--- src/rtl/irlc_pkg.sv ---
package irlc_pkg;

    localparam int DATA_W    = 32;
    localparam int OP_W      = 3;
    localparam int SHARE_W   = 8;
    localparam int OUT_CNT_W = 16;
    localparam int CFG_IDX_W = 2;
    localparam int PROD_W    = DATA_W + SHARE_W;

    localparam logic [OP_W-1:0] OP_DATA  = 3'd0;
    localparam logic [OP_W-1:0] OP_EXTRA = 3'd1;
    localparam logic [OP_W-1:0] OP_NACK  = 3'd2;
    localparam logic [OP_W-1:0] OP_TICK  = 3'd3;
    localparam logic [OP_W-1:0] OP_SENT  = 3'd4;

    localparam logic [CFG_IDX_W-1:0] CFG_START_LIMIT = 2'd0;
    localparam logic [CFG_IDX_W-1:0] CFG_FLOOR_LIMIT = 2'd1;
    localparam logic [CFG_IDX_W-1:0] CFG_ALPHA_MAX   = 2'd2;
    localparam logic [CFG_IDX_W-1:0] CFG_BETA_STEP   = 2'd3;

    localparam logic [DATA_W-1:0] START_LIMIT_RESET = 32'd655360;
    localparam logic [DATA_W-1:0] FLOOR_LIMIT_RESET = 32'd6553600;
    localparam logic [DATA_W-1:0] ALPHA_MAX_RESET   = 32'd1310720;
    localparam logic [DATA_W-1:0] BETA_STEP_RESET   = 32'd72090;

    localparam int                 ALPHA_RESET_UNITS = 20;
    localparam logic [SHARE_W-1:0] SHARE_FULL        = 8'd100;
    localparam logic [DATA_W-1:0]  PERCENT_DIV       = 32'd100;

    typedef struct packed {
        logic busy;
        logic done;
    } unit_stat_t;

endpackage

--- src/rtl/irlc_div.sv ---
module irlc_div
    import irlc_pkg::*;
#(
    parameter int NUM_W = 48
) (
    input  logic              aclk,
    input  logic              aresetn,
    input  logic              start,
    input  logic [NUM_W-1:0]  num,
    input  logic [DATA_W-1:0] den,
    output unit_stat_t        stat,
    output logic [DATA_W-1:0] quot
);

    localparam int CNT_W = $clog2(NUM_W);

    logic              busy_reg, busy_next;
    logic              done_reg, done_next;
    logic [CNT_W-1:0]  cnt_reg, cnt_next;
    logic [NUM_W-1:0]  num_reg, num_next;
    logic [DATA_W-1:0] den_reg, den_next;
    logic [DATA_W-1:0] rem_reg, rem_next;
    logic [DATA_W-1:0] quot_reg, quot_next;
    logic              ovf_reg, ovf_next;
    logic [DATA_W:0]   trial;
    logic [DATA_W:0]   diff;

    assign trial = {rem_reg, num_reg[NUM_W-1]};
    assign diff  = trial - {1'b0, den_reg};

    always_comb begin
        busy_next = busy_reg;
        done_next = 1'b0;
        cnt_next  = cnt_reg;
        num_next  = num_reg;
        den_next  = den_reg;
        rem_next  = rem_reg;
        quot_next = quot_reg;
        ovf_next  = ovf_reg;
        if (busy_reg) begin
            num_next  = {num_reg[NUM_W-2:0], 1'b0};
            ovf_next  = ovf_reg | quot_reg[DATA_W-1];
            if (trial >= {1'b0, den_reg}) begin
                rem_next  = diff[DATA_W-1:0];
                quot_next = {quot_reg[DATA_W-2:0], 1'b1};
            end else begin
                rem_next  = trial[DATA_W-1:0];
                quot_next = {quot_reg[DATA_W-2:0], 1'b0};
            end
            cnt_next = cnt_reg + 1'b1;
            if (cnt_reg == CNT_W'(NUM_W - 1)) begin
                busy_next = 1'b0;
                done_next = 1'b1;
            end
        end else if (start) begin
            busy_next = 1'b1;
            cnt_next  = '0;
            num_next  = num;
            den_next  = den;
            rem_next  = '0;
            quot_next = '0;
            ovf_next  = 1'b0;
        end
    end

    always_ff @(posedge aclk) begin
        if (!aresetn) begin
            busy_reg <= 1'b0;
            done_reg <= 1'b0;
            cnt_reg  <= '0;
        end else begin
            busy_reg <= busy_next;
            done_reg <= done_next;
            cnt_reg  <= cnt_next;
        end
        num_reg  <= num_next;
        den_reg  <= den_next;
        rem_reg  <= rem_next;
        quot_reg <= quot_next;
        ovf_reg  <= ovf_next;
    end

    assign stat.busy = busy_reg;
    assign stat.done = done_reg;
    assign quot      = ovf_reg ? '1 : quot_reg;

endmodule

--- src/rtl/irlc_mul.sv ---
module irlc_mul
    import irlc_pkg::*;
(
    input  logic               aclk,
    input  logic               aresetn,
    input  logic               start,
    input  logic [DATA_W-1:0]  mcand,
    input  logic [SHARE_W-1:0] mplier,
    output unit_stat_t         stat,
    output logic [PROD_W-1:0]  prod
);

    localparam int CNT_W = $clog2(SHARE_W);

    logic               busy_reg, busy_next;
    logic               done_reg, done_next;
    logic [CNT_W-1:0]   cnt_reg, cnt_next;
    logic [PROD_W-1:0]  acc_reg, acc_next;
    logic [PROD_W-1:0]  mc_reg, mc_next;
    logic [SHARE_W-1:0] mp_reg, mp_next;

    always_comb begin
        busy_next = busy_reg;
        done_next = 1'b0;
        cnt_next  = cnt_reg;
        acc_next  = acc_reg;
        mc_next   = mc_reg;
        mp_next   = mp_reg;
        if (busy_reg) begin
            if (mp_reg[0]) begin
                acc_next = acc_reg + mc_reg;
            end
            mc_next  = {mc_reg[PROD_W-2:0], 1'b0};
            mp_next  = {1'b0, mp_reg[SHARE_W-1:1]};
            cnt_next = cnt_reg + 1'b1;
            if (cnt_reg == CNT_W'(SHARE_W - 1)) begin
                busy_next = 1'b0;
                done_next = 1'b1;
            end
        end else if (start) begin
            busy_next = 1'b1;
            cnt_next  = '0;
            acc_next  = '0;
            mc_next   = PROD_W'(mcand);
            mp_next   = mplier;
        end
    end

    always_ff @(posedge aclk) begin
        if (!aresetn) begin
            busy_reg <= 1'b0;
            done_reg <= 1'b0;
            cnt_reg  <= '0;
        end else begin
            busy_reg <= busy_next;
            done_reg <= done_next;
            cnt_reg  <= cnt_next;
        end
        acc_reg <= acc_next;
        mc_reg  <= mc_next;
        mp_reg  <= mp_next;
    end

    assign stat.busy = busy_reg;
    assign stat.done = done_reg;
    assign prod      = acc_reg;

endmodule

--- src/rtl/interest_rate_limit_controller_core.sv ---
// Rate limit controller: one word in gives one word out. A data word that is not a local
// hit runs two serial divisions by the current limit, one quotient bit per cycle in the
// shared divider. A partial-share nack runs a serial multiply and two divisions by 100.
// One word is in flight at a time; the result register lets the next word in while the
// previous result waits. Configuration writes are taken every cycle and must only be
// issued while the block is idle.
module interest_rate_limit_controller_core
    import irlc_pkg::*;
#(
    parameter int COUNT_WIDTH = 16,
    parameter int FRAC_BITS   = 16
) (
    input  logic                 aclk,
    input  logic                 aresetn,
    input  logic                 s_valid,
    output logic                 s_ready,
    input  logic [OP_W-1:0]      s_operation,
    input  logic                 s_local_hit,
    input  logic                 s_prefix_match,
    input  logic                 s_giveup_pit,
    input  logic [SHARE_W-1:0]   s_share_percent,
    output logic                 m_valid,
    input  logic                 m_ready,
    output logic [DATA_W-1:0]    m_rate_limit,
    output logic [DATA_W-1:0]    m_growth_step,
    output logic                 m_send_now,
    output logic                 m_report_valid,
    output logic [OUT_CNT_W-1:0] m_interests_sent,
    output logic [OUT_CNT_W-1:0] m_data_received,
    output logic [OUT_CNT_W-1:0] m_full_nacks,
    output logic [OUT_CNT_W-1:0] m_partial_nacks,
    input  logic                 cfg_valid,
    output logic                 cfg_ready,
    input  logic [CFG_IDX_W-1:0] cfg_index,
    input  logic [DATA_W-1:0]    cfg_data
);

    localparam int NUM_W = DATA_W + FRAC_BITS;
    localparam int EXT_W = (COUNT_WIDTH > OUT_CNT_W) ? COUNT_WIDTH : OUT_CNT_W;
    localparam logic [DATA_W-1:0] ONE_FIX     = DATA_W'(64'd1 << FRAC_BITS);
    localparam logic [DATA_W-1:0] ALPHA_RESET = DATA_W'(64'(ALPHA_RESET_UNITS) << FRAC_BITS);
    localparam logic [NUM_W-1:0]  ONE_SQ      = NUM_W'(1) << (2 * FRAC_BITS);

    localparam logic [3:0] ST_IDLE   = 4'd0;
    localparam logic [3:0] ST_DISP   = 4'd1;
    localparam logic [3:0] ST_D1W    = 4'd2;
    localparam logic [3:0] ST_D2S    = 4'd3;
    localparam logic [3:0] ST_D2W    = 4'd4;
    localparam logic [3:0] ST_MW     = 4'd5;
    localparam logic [3:0] ST_DBW    = 4'd6;
    localparam logic [3:0] ST_DAW    = 4'd7;
    localparam logic [3:0] ST_NAPPLY = 4'd8;
    localparam logic [3:0] ST_FIN    = 4'd9;

    logic [3:0]             state_reg, state_next;
    logic [DATA_W-1:0]      start_limit_reg, start_limit_next;
    logic [DATA_W-1:0]      floor_limit_reg, floor_limit_next;
    logic [DATA_W-1:0]      alpha_max_reg, alpha_max_next;
    logic [DATA_W-1:0]      beta_step_reg, beta_step_next;
    logic [DATA_W-1:0]      limit_reg, limit_next;
    logic [DATA_W-1:0]      alpha_reg, alpha_next;
    logic                   started_reg, started_next;
    logic [DATA_W-1:0]      dec_reg, dec_next;
    logic [COUNT_WIDTH-1:0] sent_reg, sent_next;
    logic [COUNT_WIDTH-1:0] data_reg, data_next;
    logic [COUNT_WIDTH-1:0] full_reg, full_next;
    logic [COUNT_WIDTH-1:0] part_reg, part_next;
    logic [OP_W-1:0]        op_reg, op_next;
    logic                   hit_reg, hit_next;
    logic                   match_reg, match_next;
    logic                   giveup_reg, giveup_next;
    logic [SHARE_W-1:0]     share_reg, share_next;
    logic                   m_valid_reg, m_valid_next;
    logic [DATA_W-1:0]      m_limit_reg, m_limit_next;
    logic [DATA_W-1:0]      m_alpha_reg, m_alpha_next;
    logic                   m_send_reg, m_send_next;
    logic                   m_report_reg, m_report_next;
    logic [OUT_CNT_W-1:0]   m_sent_reg, m_sent_next;
    logic [OUT_CNT_W-1:0]   m_data_reg, m_data_next;
    logic [OUT_CNT_W-1:0]   m_full_reg, m_full_next;
    logic [OUT_CNT_W-1:0]   m_part_reg, m_part_next;

    logic              div_start;
    logic [NUM_W-1:0]  div_num;
    logic [DATA_W-1:0] div_den;
    unit_stat_t        div_stat;
    logic [DATA_W-1:0] div_quot;
    logic              mul_start;
    unit_stat_t        mul_stat;
    logic [PROD_W-1:0] mul_prod;

    logic              nack_taken;
    logic              share_full;
    logic [DATA_W-1:0] alpha_eff;
    logic [DATA_W-1:0] alpha_sum;
    logic [DATA_W-1:0] lim_sub;

    function automatic logic [DATA_W-1:0] sat_add(input logic [DATA_W-1:0] a,
                                                   input logic [DATA_W-1:0] b);
        logic [DATA_W:0] sum;
        sum = {1'b0, a} + {1'b0, b};
        return sum[DATA_W] ? '1 : sum[DATA_W-1:0];
    endfunction

    function automatic logic [COUNT_WIDTH-1:0] bump(input logic [COUNT_WIDTH-1:0] c);
        return (c == '1) ? c : c + 1'b1;
    endfunction

    function automatic logic [OUT_CNT_W-1:0] show(input logic [COUNT_WIDTH-1:0] c);
        logic [EXT_W-1:0] ext;
        ext = EXT_W'(c);
        return (ext > EXT_W'({OUT_CNT_W{1'b1}})) ? '1 : ext[OUT_CNT_W-1:0];
    endfunction

    irlc_div #(
        .NUM_W(NUM_W)
    ) u_div (
        .aclk   (aclk),
        .aresetn(aresetn),
        .start  (div_start),
        .num    (div_num),
        .den    (div_den),
        .stat   (div_stat),
        .quot   (div_quot)
    );

    irlc_mul u_mul (
        .aclk   (aclk),
        .aresetn(aresetn),
        .start  (mul_start),
        .mcand  (beta_step_reg),
        .mplier (share_reg),
        .stat   (mul_stat),
        .prod   (mul_prod)
    );

    assign nack_taken = match_reg && giveup_reg;
    assign share_full = share_reg >= SHARE_FULL;
    assign alpha_eff  = started_reg ? alpha_reg : alpha_max_reg;
    assign alpha_sum  = sat_add(alpha_reg, div_quot);
    assign lim_sub    = (limit_reg > dec_reg) ? limit_reg - dec_reg : '0;

    always_comb begin
        div_start = 1'b0;
        div_num   = {alpha_eff, {FRAC_BITS{1'b0}}};
        div_den   = PERCENT_DIV;
        mul_start = 1'b0;
        case (state_reg)
            ST_DISP: begin
                div_start = (op_reg == OP_DATA) && !hit_reg;
                div_den   = limit_reg;
                mul_start = (op_reg == OP_NACK) && nack_taken && !share_full;
            end
            ST_D2S: begin
                div_start = 1'b1;
                div_num   = ONE_SQ;
                div_den   = limit_reg;
            end
            ST_MW: begin
                div_start = mul_stat.done;
                div_num   = NUM_W'(mul_prod);
            end
            ST_DBW: begin
                div_start = div_stat.done;
                div_num   = NUM_W'({share_reg, {FRAC_BITS{1'b0}}});
            end
            default: begin
                div_start = 1'b0;
            end
        endcase
    end

    always_comb begin
        state_next       = state_reg;
        start_limit_next = start_limit_reg;
        floor_limit_next = floor_limit_reg;
        alpha_max_next   = alpha_max_reg;
        beta_step_next   = beta_step_reg;
        limit_next       = limit_reg;
        alpha_next       = alpha_reg;
        started_next     = started_reg;
        dec_next         = dec_reg;
        sent_next        = sent_reg;
        data_next        = data_reg;
        full_next        = full_reg;
        part_next        = part_reg;
        op_next          = op_reg;
        hit_next         = hit_reg;
        match_next       = match_reg;
        giveup_next      = giveup_reg;
        share_next       = share_reg;
        m_valid_next     = m_valid_reg && !m_ready;
        m_limit_next     = m_limit_reg;
        m_alpha_next     = m_alpha_reg;
        m_send_next      = m_send_reg;
        m_report_next    = m_report_reg;
        m_sent_next      = m_sent_reg;
        m_data_next      = m_data_reg;
        m_full_next      = m_full_reg;
        m_part_next      = m_part_reg;

        case (state_reg)
            ST_IDLE: begin
                if (s_valid) begin
                    op_next     = s_operation;
                    hit_next    = s_local_hit;
                    match_next  = s_prefix_match;
                    giveup_next = s_giveup_pit;
                    share_next  = s_share_percent;
                    state_next  = ST_DISP;
                end
            end
            ST_DISP: begin
                state_next = ST_FIN;
                case (op_reg)
                    OP_DATA: begin
                        started_next = 1'b1;
                        alpha_next   = alpha_eff;
                        if (!hit_reg) begin
                            state_next = ST_D1W;
                        end
                    end
                    OP_NACK: begin
                        if (nack_taken && share_full) begin
                            dec_next   = beta_step_reg;
                            state_next = ST_NAPPLY;
                        end else if (nack_taken) begin
                            state_next = ST_MW;
                        end
                    end
                    default: begin
                        state_next = ST_FIN;
                    end
                endcase
            end
            ST_D1W: begin
                if (div_stat.done) begin
                    limit_next = sat_add(limit_reg, div_quot);
                    state_next = ST_D2S;
                end
            end
            ST_D2S: begin
                state_next = ST_D2W;
            end
            ST_D2W: begin
                if (div_stat.done) begin
                    alpha_next = (alpha_sum > alpha_max_reg) ? alpha_max_reg : alpha_sum;
                    state_next = ST_FIN;
                end
            end
            ST_MW: begin
                if (mul_stat.done) begin
                    state_next = ST_DBW;
                end
            end
            ST_DBW: begin
                if (div_stat.done) begin
                    dec_next   = div_quot;
                    state_next = ST_DAW;
                end
            end
            ST_DAW: begin
                if (div_stat.done) begin
                    alpha_next = (alpha_reg <= div_quot) ? ONE_FIX : alpha_reg - div_quot;
                    state_next = ST_NAPPLY;
                end
            end
            ST_NAPPLY: begin
                limit_next = (lim_sub <= floor_limit_reg) ? floor_limit_reg : lim_sub;
                state_next = ST_FIN;
            end
            ST_FIN: begin
                if (!m_valid_reg || m_ready) begin
                    case (op_reg)
                        OP_DATA: begin
                            data_next = bump(data_reg);
                        end
                        OP_EXTRA: begin
                            if (match_reg) begin
                                data_next = bump(data_reg);
                            end
                        end
                        OP_NACK: begin
                            if (nack_taken && share_full) begin
                                full_next = bump(full_reg);
                            end else if (nack_taken) begin
                                part_next = bump(part_reg);
                            end
                        end
                        OP_TICK: begin
                            sent_next = '0;
                            data_next = '0;
                            full_next = '0;
                            part_next = '0;
                        end
                        OP_SENT: begin
                            sent_next = bump(sent_reg);
                        end
                        default: begin
                            sent_next = sent_reg;
                        end
                    endcase
                    m_valid_next  = 1'b1;
                    m_limit_next  = limit_reg;
                    m_alpha_next  = alpha_reg;
                    m_send_next   = (op_reg == OP_DATA) && hit_reg;
                    m_report_next = op_reg == OP_TICK;
                    if (op_reg == OP_TICK) begin
                        m_sent_next = show(sent_reg);
                        m_data_next = show(data_reg);
                        m_full_next = show(full_reg);
                        m_part_next = show(part_reg);
                    end else begin
                        m_sent_next = show(sent_next);
                        m_data_next = show(data_next);
                        m_full_next = show(full_next);
                        m_part_next = show(part_next);
                    end
                    state_next = ST_IDLE;
                end
            end
            default: begin
                state_next = ST_IDLE;
            end
        endcase

        if (cfg_valid) begin
            case (cfg_index)
                CFG_START_LIMIT: begin
                    start_limit_next = cfg_data;
                    limit_next       = cfg_data;
                end
                CFG_FLOOR_LIMIT: floor_limit_next = cfg_data;
                CFG_ALPHA_MAX:   alpha_max_next   = cfg_data;
                CFG_BETA_STEP:   beta_step_next   = cfg_data;
                default:         beta_step_next   = beta_step_reg;
            endcase
        end
    end

    always_ff @(posedge aclk) begin
        if (!aresetn) begin
            state_reg       <= ST_IDLE;
            start_limit_reg <= START_LIMIT_RESET;
            floor_limit_reg <= FLOOR_LIMIT_RESET;
            alpha_max_reg   <= ALPHA_MAX_RESET;
            beta_step_reg   <= BETA_STEP_RESET;
            limit_reg       <= START_LIMIT_RESET;
            alpha_reg       <= ALPHA_RESET;
            started_reg     <= 1'b0;
            sent_reg        <= '0;
            data_reg        <= '0;
            full_reg        <= '0;
            part_reg        <= '0;
            m_valid_reg     <= 1'b0;
        end else begin
            state_reg       <= state_next;
            start_limit_reg <= start_limit_next;
            floor_limit_reg <= floor_limit_next;
            alpha_max_reg   <= alpha_max_next;
            beta_step_reg   <= beta_step_next;
            limit_reg       <= limit_next;
            alpha_reg       <= alpha_next;
            started_reg     <= started_next;
            sent_reg        <= sent_next;
            data_reg        <= data_next;
            full_reg        <= full_next;
            part_reg        <= part_next;
            m_valid_reg     <= m_valid_next;
        end
        dec_reg      <= dec_next;
        op_reg       <= op_next;
        hit_reg      <= hit_next;
        match_reg    <= match_next;
        giveup_reg   <= giveup_next;
        share_reg    <= share_next;
        m_limit_reg  <= m_limit_next;
        m_alpha_reg  <= m_alpha_next;
        m_send_reg   <= m_send_next;
        m_report_reg <= m_report_next;
        m_sent_reg   <= m_sent_next;
        m_data_reg   <= m_data_next;
        m_full_reg   <= m_full_next;
        m_part_reg   <= m_part_next;
    end

    assign s_ready          = state_reg == ST_IDLE;
    assign cfg_ready        = 1'b1;
    assign m_valid          = m_valid_reg;
    assign m_rate_limit     = m_limit_reg;
    assign m_growth_step    = m_alpha_reg;
    assign m_send_now       = m_send_reg;
    assign m_report_valid   = m_report_reg;
    assign m_interests_sent = m_sent_reg;
    assign m_data_received  = m_data_reg;
    assign m_full_nacks     = m_full_reg;
    assign m_partial_nacks  = m_part_reg;

endmodule

--- config.mk ---
export PLATFORM = sky130hd
export DESIGN_NAME = interest_rate_limit_controller_core
export DESIGN_NICKNAME = d
export VERILOG_FILES = /design/src/rtl/irlc_pkg.sv /design/src/rtl/irlc_div.sv /design/src/rtl/irlc_mul.sv /design/src/rtl/interest_rate_limit_controller_core.sv
export SDC_FILE = /design/constraint.sdc
export NUM_CORES = 2
export LEC_CHECK = 0
export ABC_AREA = 1
export ABC_CLOCK_PERIOD_IN_PS = 6880
export BUFFER_PORTS_ARGS = -buffer_cell sky130_fd_sc_hd__buf_2
export CORE_AREA = 2 2 437 439
export CTS_BUF_LIST = sky130_fd_sc_hd__clkbuf_4 sky130_fd_sc_hd__clkbuf_8 sky130_fd_sc_hd__clkbuf_16
export CTS_CLUSTER_SIZE = 14
export DETAILED_ROUTE_END_ITERATION = 7
export DIE_AREA = 0 0 439 441
export GPL_ROUTABILITY_DRIVEN = 0
export PLACE_DENSITY = 0.45
export SYNTH_ARGS = -nofsm -noshare
export SYNTH_HDL_FRONTEND = slang
export SYNTH_HIERARCHICAL = 1
export SYNTH_SLANG_ARGS = --single-unit
--- constraint.sdc ---
create_clock -name aclk -period 6.88 [get_ports aclk]
set_input_delay 1.032 -clock aclk [delete_from_list [all_inputs] [get_ports aclk]]
set_output_delay 1.032 -clock aclk [all_outputs]
set_load 0.005 [all_outputs]
==> flow_summary_export.csv <==
group,metric,value,unit
run_status,status,"complete, no violations",
layout,largest_reg_flops,48,
run,cap_violations,0,
synthesis,syn_inst,6783,
critical_path,crit_fanout,44,
min_path,whs_path_depth,1,
layout,final_core_util,28.3,%
die,dieWidth,439,um
global_route,grt_pass1_wl,273000,um
die,start_util,24.8,%
placed_design,placed_area,50400,sq um
sta,grt_setup_unrepaired,"false",
power_and_ir_drop,cellPowerDensity,237,nW/um^2
placed_design,place_ws,1.15,ns
synthesis,synth_nets,7112,
routing,via_count,44100,
sta,fin_crit,5.80,ns
die,dieArea,194000,sq um
synthesis,synth.avg_cell_area,6.92,sq um
clocking,htreeDepth,3,
layout,fill_cells,20800,
critical_path,cp-startpoint,"u_div/ovf_reg$_SDFFCE_PN0P_",
layout,final_cell_mix,"nand2_1 (1852), inv_1 (1112), nor2_1 (645)",
critical_path,r2r_cells,27,
critical_path,r2r_setup_slack,1.08,ns
clocking,post-cts-setup-buffers,0,
critical_path,r2r-start,"u_div/ovf_reg$_SDFFCE_PN0P_",
sta,setup_ws,1.08,ns
routing,wirelength,186000,um
global_route,overflow,0,
layout,regArea,17100,sq um
routing,drcViolationCount,0,
sta,worstMarginPinSlew,1.18,ns
layout,area_growth,14.2,%
synthesis,syn_area,46900,sq um
layout,final_common_cell,"nand2_1",
die,rows,160,
sta,setup-tns-final,0,ns
critical_path,arrival,6.40,ns
die,fp.dieH,441,um
clocking,ctsResizeCount,0,
critical_path,path_class,"reg2reg",
power_and_ir_drop,cellLeakagePower,25.4,nW
global_route,grt_use_total,18.8,%
clocking,postCtsHoldBufs,0,
layout,drive_gt1_share,8.84,%
critical_path,cp-end-kind,"flop",
die,core,189000,sq um
sta,hold_viol,0,
layout,fin_area,53600,sq um
clocking,insertion_delay,0.73,ns
global_route,grt_pass1_vias,42300,
sta,relSlewSlack,21.1,%
die,io_pins,186,
layout,nets,7226,
clocking,cts.sinks,652,
critical_path,rr_endpoint,"alpha_reg[27]$_SDFFE_PN0P_",
power_and_ir_drop,vdd_ir_drop_max,0.200,mV
routing,drt_iter0_drc,3686,
critical_path,cp.required,7.49,ns
sta,skew,0.0442,ns
critical_path,startpoint_type,"flop",
sta,fmax,173,MHz
routing,wire_per_inst,19.6,um
sta,min_period_over_period,84.2,%
sta,setup_violations,0,
routing,viasPerCell,4.65,
clocking,cts_buffer_depth,3,
min_path,hold_class,"reg2reg",
placed_design,hpwl,147000,um
min_path,hp-start,"u_mul/cnt_reg[0]$_SDFFE_PN0P_",
layout,multi_input_area,24500,sq um
global_route,antenna_found_initial,8,
clocking,clockRootBuffer,"clkbuf_16",
global_route,grt_max_degree,106,
clocking,cts_inserted_buffers,87,
synthesis,ys.warnings.count,6,
clocking,tritoncts,"done",
clocking,path_clk_slew,0.06,ns
routing,first_pass_iters,6,
placed_design,io_buffers,184,
routing,ant_nets,0,
sta,slew_viol_final,0,
min_path,worstHoldEndpoint,"u_mul/cnt_reg[0]$_SDFFE_PN0P_",
## worst max-delay path by stage
stage                                    to  slack, ns  cells after the start
6_report         alpha_reg[27]$_SDFFE_PN0P_       1.08                     27
2_1_floorplan  m_data_received[0]$_DFFE_PP_       1.21                      6
4_1_cts          alpha_reg[27]$_SDFFE_PN0P_       1.13                     26
5_1_grt          alpha_reg[27]$_SDFFE_PN0P_       0.40                     26
3_5_place_dp     alpha_reg[27]$_SDFFE_PN0P_       1.15                     26
3_3_place_gp     alpha_reg[27]$_SDFFE_PN0P_       1.23                     27
## power breakdown
part,leakage (nW),switching (W),internal (W)
Sequential,5.72,0.000246,0.00440
Clock,1.55,0.00199,0.00301
Combinational,18.2,0.00217,0.000904
Total,25.4,0.00441,0.00831
## worst max-delay path: stages, from the launching register on
cell and delay (ns):
edfxtp_1 0.77, or2_2 0.52, ha_1 0.24, inv_1 0.07, fa_1 0.20, inv_1 0.06
nand3_1 0.09, nand3_2 0.12, nand2_1 0.09, nand2_1 0.10, nand2_1 0.09, nand2_2 0.12
a21oi_4 0.44, buf_12 0.28, nand3_1 0.12, ha_1 0.28, nand2_1 0.06, nor2_1 0.15
nand4_1 0.10, nor2_1 0.20, nand4_1 0.29, nand2_2 0.59, buf_4 0.33, nand4_1 0.11
nand2_1 0.09, nand3_1 0.06, nand2_1 0.06, inv_1 0.04
## layer usage
layer | up-vias | global-route usage [%] | wire length (um)
met5 | - | 0 | 0
met2 | 1194 | 32.4 | 89200
met1 | 20600 | 23.5 | 80200
met3 | 266 | 2.23 | 8110
met4 | 0 | 8.04 | 8620
li1 | 22100 | - | -
## through the flow
step | hold slack [ns] | power (W) | cells
floorplan | 0.432 | 0.00670 | 6783
global placement | 0.455 | 0.00777 | 9319
detailed placement | 0.459 | 0.00777 | 9319
CTS | 0.446 | 0.0129 | 9483
global route | 0.468 | 0.0134 | 9485
finish | 0.456 | 0.0127 | 9489
## final cells by class
| type | instances | share of cell area [%] |
|---|---|---|
| clock buffers | 124 | 4.86 |
| repair buffers | 230 | 2.42 |
| well taps | 2511 | 5.86 |
| diodes | 6 | 0.0280 |
| clock inverters | 40 | 1.01 |
| multi-input cells | 4769 | 45.7 |
| inverters | 1157 | 8.13 |
| flip-flops and latches | 652 | 32.0 |
Note: power is estimated with default switching activity, not from simulation.
